===== src/rtl/stereo_feedback_delay_macros.svh =====
// assertion macros shared by the delay block
`ifndef STEREO_FEEDBACK_DELAY_MACROS_SVH
`define STEREO_FEEDBACK_DELAY_MACROS_SVH

`ifndef ASSERT_OFF
// checked on every edge outside reset
`define SFD_ASSERT(lbl, prop, msg) \
  lbl: assert property (@(posedge clk) disable iff (rst) prop) else $error(msg);
// checked on every edge, reset included
`define SFD_ASSERT_ALWAYS(lbl, prop, msg) \
  lbl: assert property (@(posedge clk) prop) else $error(msg);
`else
`define SFD_ASSERT(lbl, prop, msg)
`define SFD_ASSERT_ALWAYS(lbl, prop, msg)
`endif

`endif


===== src/rtl/sfd_pkg.sv =====
package sfd_pkg;

  // register field widths
  localparam int DELAY_BITS = 17;
  localparam int FB_BITS    = 16;
  localparam int MIX_BITS   = 17;

  // configuration port
  localparam int CFG_INDEX_BITS = 8;
  localparam int CFG_DATA_BITS  = 32;

  // gain limits
  localparam logic [MIX_BITS-1:0] MIX_MAX    = MIX_BITS'(65536);
  localparam logic [MIX_BITS-1:0] MIX_BYPASS = MIX_BITS'(6);
  localparam logic [FB_BITS-1:0]  FB_MAX     = FB_BITS'(62259);

  // q.16 rounding
  localparam int Q_SHIFT    = 16;
  localparam int ROUND_HALF = 32768;

  // result queue
  localparam int QDEPTH    = 4;
  localparam int QPTR_BITS = $clog2(QDEPTH);
  localparam int QCNT_BITS = $clog2(QDEPTH + 1);

  typedef enum logic [CFG_INDEX_BITS-1:0] {
    REG_ENABLE   = 8'd0,
    REG_DELAY    = 8'd1,
    REG_FEEDBACK = 8'd2,
    REG_MIX      = 8'd3
  } cfg_reg_t;

  // per-stage control shared by both lanes
  typedef struct packed {
    logic s0_read;
    logic s1_fwd;
    logic s1_zero;
    logic s2_write;
    logic s2_bypass;
  } lane_ctl_t;

endpackage


===== src/rtl/sfd_merge.sv =====
module sfd_merge
  import sfd_pkg::*;
#(
  parameter int SAMPLE_BITS = 24
) (
  input  logic                                   clk,
  input  logic                                   rst,
  input  logic                                   push,
  input  logic signed [SAMPLE_BITS-1:0]          left,
  input  logic signed [SAMPLE_BITS-1:0]          right,
  output logic                                   m_tvalid,
  input  logic                                   m_tready,
  output logic [((2*SAMPLE_BITS+7)/8)*8-1:0]     m_tdata,
  output logic [QCNT_BITS-1:0]                   count
);

  localparam int EW = 2 * SAMPLE_BITS;
  localparam int DW = ((2 * SAMPLE_BITS + 7) / 8) * 8;

  logic [EW-1:0]        q [QDEPTH];
  logic [QPTR_BITS-1:0] wptr, rptr;
  logic                 pop;

  assign m_tvalid = (count != '0);
  assign pop      = m_tvalid & m_tready;
  assign m_tdata  = DW'(q[rptr]);

  always_ff @(posedge clk) begin
    if (rst) begin
      wptr  <= '0;
      rptr  <= '0;
      count <= '0;
    end else begin
      if (push) begin
        wptr <= wptr + QPTR_BITS'(1);
      end
      if (pop) begin
        rptr <= rptr + QPTR_BITS'(1);
      end
      unique case ({push, pop})
        2'b10:   count <= count + QCNT_BITS'(1);
        2'b01:   count <= count - QCNT_BITS'(1);
        default: count <= count;
      endcase
    end
  end

  // both lanes land in one word, left in the low half
  always_ff @(posedge clk) begin
    if (push) begin
      q[wptr] <= {right, left};
    end
  end

endmodule


===== config.mk =====
export PLATFORM = sky130hd
export DESIGN_NAME = sfd_merge
export DESIGN_NICKNAME = d
export VERILOG_FILES = /design/src/rtl/stereo_feedback_delay_macros.svh /design/src/rtl/sfd_pkg.sv /design/src/rtl/sfd_merge.sv
export SDC_FILE = /design/constraint.sdc
export NUM_CORES = 1
export LEC_CHECK = 0
export ABC_AREA = 1
export BUFFER_PORTS_ARGS = -buffer_cell sky130_fd_sc_hd__buf_2
export CAP_MARGIN = 20
export CORE_MARGIN = 2
export CORE_UTILIZATION = 51
export DETAILED_ROUTE_END_ITERATION = 10
export GPL_TIMING_DRIVEN = 0
export HOLD_SLACK_MARGIN = 0.03
export PLACE_DENSITY = 0.78
export SLEW_MARGIN = 40
export SYNTH_ARGS = -nofsm -noshare
export SYNTH_HDL_FRONTEND = slang
export SYNTH_SLANG_ARGS = --single-unit

===== constraint.sdc =====
create_clock -name clk -period 1.9 [get_ports clk]
set_input_delay 0.285 -clock clk [delete_from_list [all_inputs] [get_ports clk]]
set_output_delay 0.285 -clock clk [all_outputs]
set_load 0.05 [all_outputs]

==> flow_summary.ini <==
[drt]
antenna_left = 0
drc = 0
vias_per_cell = 5.73
firstDrtPassIters = 5
initialDrtViolationCount = 589
vias = 5216
wirelength_um = 18600
wl_per_cell_um = 20.5

[cts]
tritoncts = yes
clk_pin_slew_worst_paths_ns = 0.06
clockBufferDepth = 3
clockRootBuffer = clkbuf_16
cts_buffers = 20
cts.sinks = 201
h-tree-depth = 1
clock_latency_ns = 0.48

[setup_path]
worstPathArrival_ns = 1.76
end_kind = output pin
crit_fanout = 10
cp_data_required_time_ns = 1.62
crit_type = reg2out
critPathLaunchType = flop

[pwr]
p_total_mw = 13.2
powerDensity_nw_per_um2 = 1260
p_leak_nw = 3.80
peakVddDrop_mv = 0.951

[global_routing]
grt_max_degree = 27
grt.total_usage = 0.216
overflow = 0
grt_pass1_wl_um = 26700
grt_pass1_vias = 5178
antenna_found_initial = 0

[floorplanning]
initial_core_util = 0.523
die_y_um = 126
die_w_um = 126
die-area_um2 = 16000
core_um2 = 14600
ios = 104
fp-row-count = 44

[sta]
fmax_mhz = 488
tns_ns = -4.02
worst_pin_slew_ns = 0.365
setup_viol = 48
setup_ws_ns = -0.148
min_period_ns = 2.05
hold_viol = 0
fin_worst_skew_ns = 0.0120
hold_ws_ns = 0.0236
rsz0062_at_grt = true
maxSlewHeadroom = 0.756
slew_violations = 0
min_period_over_period = 1.08

[run_status]
failed_checks = setup timing
outcome = complete, but fails checks

[yosys]
synth_nets = 585
syn_inst = 527
ys_ff_latch = 201
synth_warnings = 0
synth.distinct_cells = 24
syn_area_um2 = 7640
avgSynthCellArea_um2 = 14.5
synth-seq-area-share = 0.779

[job]
cap_viol_max_count = 0

[worst_hold_path]
min_path_type = in2reg

[final_layout]
mostFrequentLayoutCells = edfxtp_1 (192), nor2_1 (75), o21ai_0 (68)
final_nets = 772
area_growth_pct = 36.8
final_common_cell = edfxtp_1
n_fill_cell = 890
drive_above_1_share = 0.342
diodes = 0

[placement]
io_buffers = 103
place.gp.congestion = 0.785
dp_hpwl_um = 10400
==> metrics by stage <==
step                setup slack [ns]  cell area, µm²  instances  utilization
floorplan                   -0.00910            7670        527            -
global placement              -0.704            8420        814        0.577
detailed placement           -0.0225            8600        821        0.590
CTS                           -0.137           10000        901        0.687
global route                  -0.187           10400        910        0.716
finish                        -0.148           10400        910        0.716
==> where the power goes <==
part / internal [mW] / total (mW) / switching (mW)
Combinational: 1.50 / 4.26 / 2.75
Sequential: 5.09 / 5.18 / 0.0929
Clock: 2.16 / 3.73 / 1.57
==> worst paths after layout <==
path	endpoint	slack [ns]	cells past startpoint	startpoint
worst min-delay path	q[2][39]	0.02	1	right[15]
worst max register to register	count[2]	0.16	11	count[0]
worst min register to register	flop	0.49	2	rptr[0]
worst max-delay path	m_tdata[8]	-0.15	5	flop
==> worst max-delay path, cell delays in order (launching register included) <==
cell and delay (ns):
dfxtp_4 0.40, inv_8 0.10, clkbuf_4 0.22, o21ai_0 0.10, o22ai_1 0.20, buf_4 0.24
==> cells in the mapped netlist <==
| master | number | area, µm² |
|---|---|---|
| nand4_1 | 1 | 6.26 |
| ha_1 | 5 | 62.6 |
| edfxtp_1 | 192 | 5770 |
| a21oi_1 | 6 | 30.0 |
| nor2_1 | 90 | 338 |
| o22ai_1 | 48 | 300 |
| inv_6 | 1 | 8.76 |
| buf_6 | 6 | 67.6 |
| o21ai_0 | 91 | 455 |
| clkbuf_1 | 4 | 15.0 |
| nand2_1 | 12 | 45.0 |
| buf_4 | 5 | 37.5 |
| inv_2 | 1 | 3.75 |
| buf_2 | 8 | 40.0 |
| clkbuf_4 | 1 | 7.51 |
| dfxtp_1 | 9 | 180 |
| nand3_1 | 3 | 15.0 |
| clkbuf_2 | 5 | 25.0 |
| and2_1 | 1 | 6.26 |
| buf_12 | 2 | 40.0 |
| nor2_2 | 10 | 62.6 |
| o21ai_1 | 9 | 45.0 |
| fa_1 | 1 | 20.0 |
| inv_1 | 16 | 60.1 |
==> cells by family (layout without fill, tap and decap cells) <==
group	count (synthesis)	count (layout)	share of synthesized area
adder cells (fa/ha/maj)	6	6	0.0108
AND/OR/NAND/NOR	117	117	0.0619
flip-flops	201	201	0.779
AO/OA/AOI/OAI	154	154	0.109
buffers and inverters	49	248	0.0400
==> what timing repair did <==
action	CTS	global route
endpoints found under the setup margin	79	65
hold buffers	41	3
endpoints found under the hold margin	161	9
pin swaps	16	19
setup buffers	5	3
gates cloned	1	3
gates resized for setup	114	91
==> final cells by class <==
type                            instances  area, µm²  area share
Tap cell                              184        230      0.0220
Inverter                               18       88.8     0.00851
Clock buffer                           25        541      0.0517
Timing Repair Buffer                  166       1540       0.147
Clock inverter                          9       75.1     0.00719
Multi-Input combinational cell        277       1650       0.158
Sequential cell                       201       5960       0.571
Buffer                                 30        364      0.0349
==> flip-flops by register name, indices dropped and copies added, names as in the netlist, named ones only <==
signal	flops
q	192
rptr	2
wptr	2
count	3
==> routing by layer <==
metal,vias to the layer above,part of all wire,track usage
met1,2594,0.38,0.268
met3,40,0.070,0.0316
met5,-,0,0
li1,2337,-,-
met4,0,0.030,0.0821
met2,245,0.52,0.386
Note: power is estimated with default switching activity, not from simulation.
