`config.mk`:
```
export PLATFORM = sky130hd
export DESIGN_NAME = sfd_dmod
export DESIGN_NICKNAME = d
export VERILOG_FILES = /design/src/rtl/stereo_feedback_delay_macros.svh /design/src/rtl/sfd_pkg.sv /design/src/rtl/sfd_dmod.sv
export SDC_FILE = /design/constraint.sdc
export NUM_CORES = 1
export LEC_CHECK = 0
export BUFFER_PORTS_ARGS = -buffer_cell sky130_fd_sc_hd__buf_2
export CORE_ASPECT_RATIO = 0.8
export CORE_MARGIN = 4
export CORE_UTILIZATION = 51
export DETAILED_ROUTE_END_ITERATION = 6
export GPL_TIMING_DRIVEN = 0
export PLACE_DENSITY = 0.86
export REMOVE_ABC_BUFFERS = 1
export SLEW_MARGIN = 30
export SYNTH_ARGS = -nofsm -noshare
export SYNTH_HDL_FRONTEND = slang
export SYNTH_SLANG_ARGS = --single-unit
```
`constraint.sdc`:
```
create_clock -name clk -period 1.1 [get_ports clk]
set_input_delay 0.11 -clock clk [delete_from_list [all_inputs] [get_ports clk]]
set_output_delay 0.11 -clock clk [all_outputs]
set_load 0.01 [all_outputs]
```
`src/rtl/stereo_feedback_delay_macros.svh`:
```
// assertion macros shared by the delay block
`ifndef STEREO_FEEDBACK_DELAY_MACROS_SVH
`define STEREO_FEEDBACK_DELAY_MACROS_SVH

`ifndef ASSERT_OFF
// checked on every edge outside reset
`define SFD_ASSERT(lbl, prop, msg) \
  lbl: assert property (@(posedge clk) disable iff (rst) prop) else $error(msg);
// checked on every edge, reset included
`define SFD_ASSERT_ALWAYS(lbl, prop, msg) \
  lbl: assert property (@(posedge clk) prop) else $error(msg);
`else
`define SFD_ASSERT(lbl, prop, msg)
`define SFD_ASSERT_ALWAYS(lbl, prop, msg)
`endif

`endif

```
`src/rtl/sfd_pkg.sv`:
```
package sfd_pkg;

  // register field widths
  localparam int DELAY_BITS = 17;
  localparam int FB_BITS    = 16;
  localparam int MIX_BITS   = 17;

  // configuration port
  localparam int CFG_INDEX_BITS = 8;
  localparam int CFG_DATA_BITS  = 32;

  // gain limits
  localparam logic [MIX_BITS-1:0] MIX_MAX    = MIX_BITS'(65536);
  localparam logic [MIX_BITS-1:0] MIX_BYPASS = MIX_BITS'(6);
  localparam logic [FB_BITS-1:0]  FB_MAX     = FB_BITS'(62259);

  // q.16 rounding
  localparam int Q_SHIFT    = 16;
  localparam int ROUND_HALF = 32768;

  // result queue
  localparam int QDEPTH    = 4;
  localparam int QPTR_BITS = $clog2(QDEPTH);
  localparam int QCNT_BITS = $clog2(QDEPTH + 1);

  typedef enum logic [CFG_INDEX_BITS-1:0] {
    REG_ENABLE   = 8'd0,
    REG_DELAY    = 8'd1,
    REG_FEEDBACK = 8'd2,
    REG_MIX      = 8'd3
  } cfg_reg_t;

  // per-stage control shared by both lanes
  typedef struct packed {
    logic s0_read;
    logic s1_fwd;
    logic s1_zero;
    logic s2_write;
    logic s2_bypass;
  } lane_ctl_t;

endpackage

```
`src/rtl/sfd_dmod.sv`:
```
module sfd_dmod
  import sfd_pkg::*;
#(
  parameter int STORE_DEPTH = 131072
) (
  input  logic                           clk,
  input  logic                           rst,
  input  logic                           start,
  input  logic [DELAY_BITS-1:0]          value,
  output logic                           busy,
  output logic [$clog2(STORE_DEPTH)-1:0] result
);

  localparam int AW    = $clog2(STORE_DEPTH);
  localparam int RECIP = (1 << DELAY_BITS) / STORE_DEPTH;
  localparam int RW    = (RECIP > 0) ? $clog2(RECIP + 1) : 1;
  localparam int CW    = (AW + 1 > DELAY_BITS + 1) ? AW + 1 : DELAY_BITS + 1;
  localparam int PW    = DELAY_BITS + RW;
  localparam int QW    = RW + CW;
  localparam logic [RW-1:0] RECIP_W = RW'(RECIP);
  localparam logic [CW-1:0] DEPTH_C = CW'(STORE_DEPTH);

  logic                  v1, v2, v3;
  logic [DELAY_BITS-1:0] x1, x2, x3;
  logic [RW-1:0]         q2;
  logic [CW-1:0]         qd3;
  logic [PW-1:0]         prod;
  logic [QW-1:0]         qd_full;
  logic [CW-1:0]         rem, rem_fix;

  // quotient estimate is exact or one short, fixed by one subtract
  assign prod    = PW'(x1) * PW'(RECIP_W);
  assign qd_full = QW'(q2) * QW'(DEPTH_C);
  assign rem     = CW'(x3) - qd3;
  assign rem_fix = (rem >= DEPTH_C) ? rem - DEPTH_C : rem;
  assign busy    = v1 | v2 | v3;

  always_ff @(posedge clk) begin
    if (rst) begin
      v1     <= 1'b0;
      v2     <= 1'b0;
      v3     <= 1'b0;
      result <= AW'(1);
    end else begin
      v1 <= start;
      v2 <= v1;
      v3 <= v2;
      if (v3) begin
        result <= rem_fix[AW-1:0];
      end
    end
  end

  always_ff @(posedge clk) begin
    if (start) begin
      x1 <= value;
    end
    x2  <= x1;
    x3  <= x2;
    q2  <= prod[PW-1:DELAY_BITS];
    qd3 <= qd_full[CW-1:0];
  end

endmodule

```
==> metrics.md <==
| Metric | Value |
|---|---|
| Area of all sequential standard cells | 1600 um2 |
| TritonRoute pass-1 iters | 4 |
| Min cycle time layout | 1.24 ns |
| Register clock-pin slew on the reported worst setup and hold paths | 0.06 ns |
| Share of the yosys chip area belonging to registers | 84.2% |
| Fraction of power spent switching nets | 18.2% |
| Fill cell instance count of the final layout | 240 |
| Slowest cell on the critical path | sky130_fd_sc_hd__or3_1 |
| Setup clock skew after layout | 0.00381 ns |
| Placement Rows | 19 |
| Number of distinct library cell variants in the gate-level netlist after synthesis | 10 |
| Worst reg2reg endpoint | result[11] |
| Worst hold endpoint | result[3] |
| Origin of the worst min-delay path | rst |
| Routed WL per cell | 12.2 um |
| Hold Vio Cnt, Final | 0 |
| Final ANT Viol Nets | 0 |
| Number of primary I/O pins | 38 |
| Failing checks | negative setup slack |
| Top Metal Used | met3 |
| Cell area after technology mapping | 1890 um2 |
| Initial core utilization | 54.1% |
| Worst path arrival time | 1.13 ns |
| Status | finished, violations left |
| Die area | 4750 um2 |
| Number of register bits inferred by synthesis | 71 |
| Drt via density | 4.60 |
| Pin count of the biggest net entering global routing | 21 |
| Avg Cell Area, Syn | 16.7 um2 |
| Level count of the clock H-tree | 3 |
| Power per Cell Area | 1960 nW/um2 |
| Share of post-route cells with drive strength above 1 | 28.5% |
| Number of antenna violations at the first check in global routing | 0 |
| Worst Tran Pin Value | 0.381 ns |
| Die outline width | 76.1 um |
| Final worst-path setup slack | -0.137 ns |
| Reg2reg setup slack | 0.12 ns |
| DRC violations left | 0 |
| Iter 0 DRT Violations | 6 |
| Data required time at the worst endpoint | 0.99 ns |
| Total core area | 3490 um2 |
| Share of cell area taken by muxes after synthesis | 8.47% |
| Hold path depth | 2 |
| Number of buffers added by the clock tree synthesis step | 9 |
| Unrepaired setup endpoints after global routing | true |
| Warnings, synthesis | 0 |
| Count of cells along the worst register-to-register path | 3 |
| Design internal power | 0.00394 W |
| Biggest cell delay along the critical path | 0.37 ns |
| Number of maximum-capacitance violations | 0 |
| Worst IR Drop VDD | 1.43 mV |
| Peak Freq | 808 MHz |
| Dominant combinational cell family by area after synthesis | multiplexers |
| Register share of total power | 60.0% |
| Gate Count Post-Synth | 113 |
| Xor/xnor share of the synthesized area | 0% |
| Min-Delay Path Class | input port to register |
| Area share of and/or/nand/nor cells after synthesis | 4.83% |
| PortBufs | 37 |
| Source-to-sink clock delay at the later pin of the worst-skew pair | 0.31 ns |
| Post-detail-place hpwl | 1780 um |
| Psw | 0.000878 W |
| Vias post-DR | 1016 |
| Count of endpoints failing setup in the final report | 1 |
| CP endpoint kind | primary output |
| Global placement routability congestion | 0.659 |
| Worst slack after detailed placement | -0.348 ns |
| CTS Root Buffer Type | sky130_fd_sc_hd__clkbuf_8 |
| Launch point of the worst reg-to-reg path | v3 |
| Count of inserted antenna diode cells | 0 |
| Met2 wirelength from detailed routing | 1550 um |
| Normalized max-slew margin | 74.6% |
| Comb pwr share | 3.6% |
| Fraction of the mapped netlist area in adder cells | 0% |
| Ordered cell list for the critical path | or3_1 > buf_2 |
| Total routed wirelength | 2710 um |
| GR Util All Layers | 12.5% |
| Number of buffers between clock root and the deepest sink | 2 |
| Global-route wire length before repair | 4710 um |
| Fraction of the cycle the final worst path needs | 112% |
| Crit path max fanout | 2 |
| Max-slew violation total from the final report | 0 |
| Routed metal-1 wire length | 963 um |
| Area fraction in compound gates after synthesis | 0.463% |
| TritonCTS clock tree | built |
| Kind of start point of the critical path | register |
| Total area of multi-input combinational cells | 260 um2 |
| Met3 wire length | 189 um |
| Layout Nets | 195 |
| CP Class | register to primary output |
| Final standard cell utilization of the core | 70.1% |
| CTS Sinks | 71 |
| Vias in the first global route | 1095 |
| Portion of total power attributed to the clock network | 36.5% |
| Reported leakage power | 1.02 nW |
| GR Overflow Total | 0 |
| Syn-to-layout area delta | 29.6% |
| Die boundary height | 62.5 um |
-- kinds of logic after synthesis --
group,after synthesis
muxes,16
buffers and inverters,4
AOI/OAI and AO/OA,1
DFF,71
and+or+nand+nor,21
-- per-layer routing --
metal	vias to the layer above	GRT usage, %
met5	-	0
met4	0	3.49
met3	0	6.20
met2	31	22.6
met1	485	12.7
li1	500	-
-- cell type report --
| type | instances | area share, % |
|---|---|---|
| tap | 42 | 2.14 |
| multi-input combinational | 38 | 10.6 |
| sequential | 71 | 65.1 |
| timing repair buffer | 55 | 15.0 |
| clock buffer | 15 | 7.20 |
-- how the worst max path moves through the flow --
stage	from	end	slack (ns)	cells past startpoint
final	v1	busy	-0.14	2
after global routing	v1	busy	-0.19	2
after CTS	v1	busy	-0.17	2
after detailed placement	v3	result[10]	-0.35	2
after global placement	v3	result[0]	-0.32	2
after floorplan	v3	result[0]	-0.15	2
-- worst max-delay path: cells and delay by family (launching register included) --
kind	cells	cell delay (ns)
buffers and inverters	1	0.15
flip-flops	1	0.30
AND/OR/NAND/NOR	1	0.37
-- registers in the layout, indices dropped and copies added (netlist names) --
| register | count |
|---|---|
| x1 | 17 |
| v2 | 1 |
| result | 17 |
| v3 | 1 |
| x2 | 17 |
| x3 | 17 |
| v1 | 1 |
-- through the flow --
| stage | hold slack [ns] | total power, W | cell area (um2) | cells | setup TNS, ns |
|---|---|---|---|---|---|
| 6_report | 0.188 | 0.00482 | 2450 | 221 | -0.137 |
| 5_1_grt | 0.208 | 0.00503 | 2450 | 221 | -0.190 |
| 4_1_cts | 0.163 | 0.00489 | 2450 | 221 | -0.168 |
| 3_5_place_dp | 0.289 | 0.00307 | 2090 | 188 | -5.96 |
| 3_3_place_gp | 0.287 | 0.00305 | 2090 | 188 | -5.51 |
| 2_1_floorplan | 0.182 | 0.00298 | 1850 | 109 | -2.11 |
-- synth_stat cells (all sizes together) --
| cell | instances | area [um2] |
|---|---|---|
| mux2i | 16 | 160 |
| or3 | 1 | 6.26 |
| nor2 | 16 | 60.1 |
| a211o | 1 | 8.76 |
| dfxtp | 54 | 1080 |
| clkbuf | 2 | 7.51 |
| edfxtp | 17 | 510 |
| nor2b | 4 | 25.0 |
| buf | 2 | 31.3 |
-- cells in the final DEF (no fill, tap or decap), drive strengths merged --
| cell | synthesis | layout |
|---|---|---|
| dlygate4sd3 | 0 | 17 |
| clkbuf | 2 | 15 |
| or3 | 1 | 1 |
| buf | 2 | 38 |
| nor2b | 4 | 4 |
| a211o | 1 | 1 |
| edfxtp | 17 | 17 |
| nor2 | 16 | 16 |
| mux2i | 16 | 16 |
| dfxtp | 54 | 54 |
-- power by group through the flow --
stage	Combinational [W]	Sequential (W)	Clock [W]
floorplan	0.0000329	0.00294	0
global placement	0.000113	0.00294	0
detailed placement	0.000118	0.00296	0
finish	0.000172	0.00289	0.00176
global route	0.000192	0.00290	0.00194
CTS	0.000174	0.00289	0.00182
-- what timing repair did --
action	in CTS	in global routing
hold buffers	17	0
gates resized for setup	2	1
pin swaps	1	0
endpoints found under the setup margin	18	5
hold endpoints to repair	17	0
buffers inserted	1	0
Note: power is estimated with default switching activity, not from simulation.
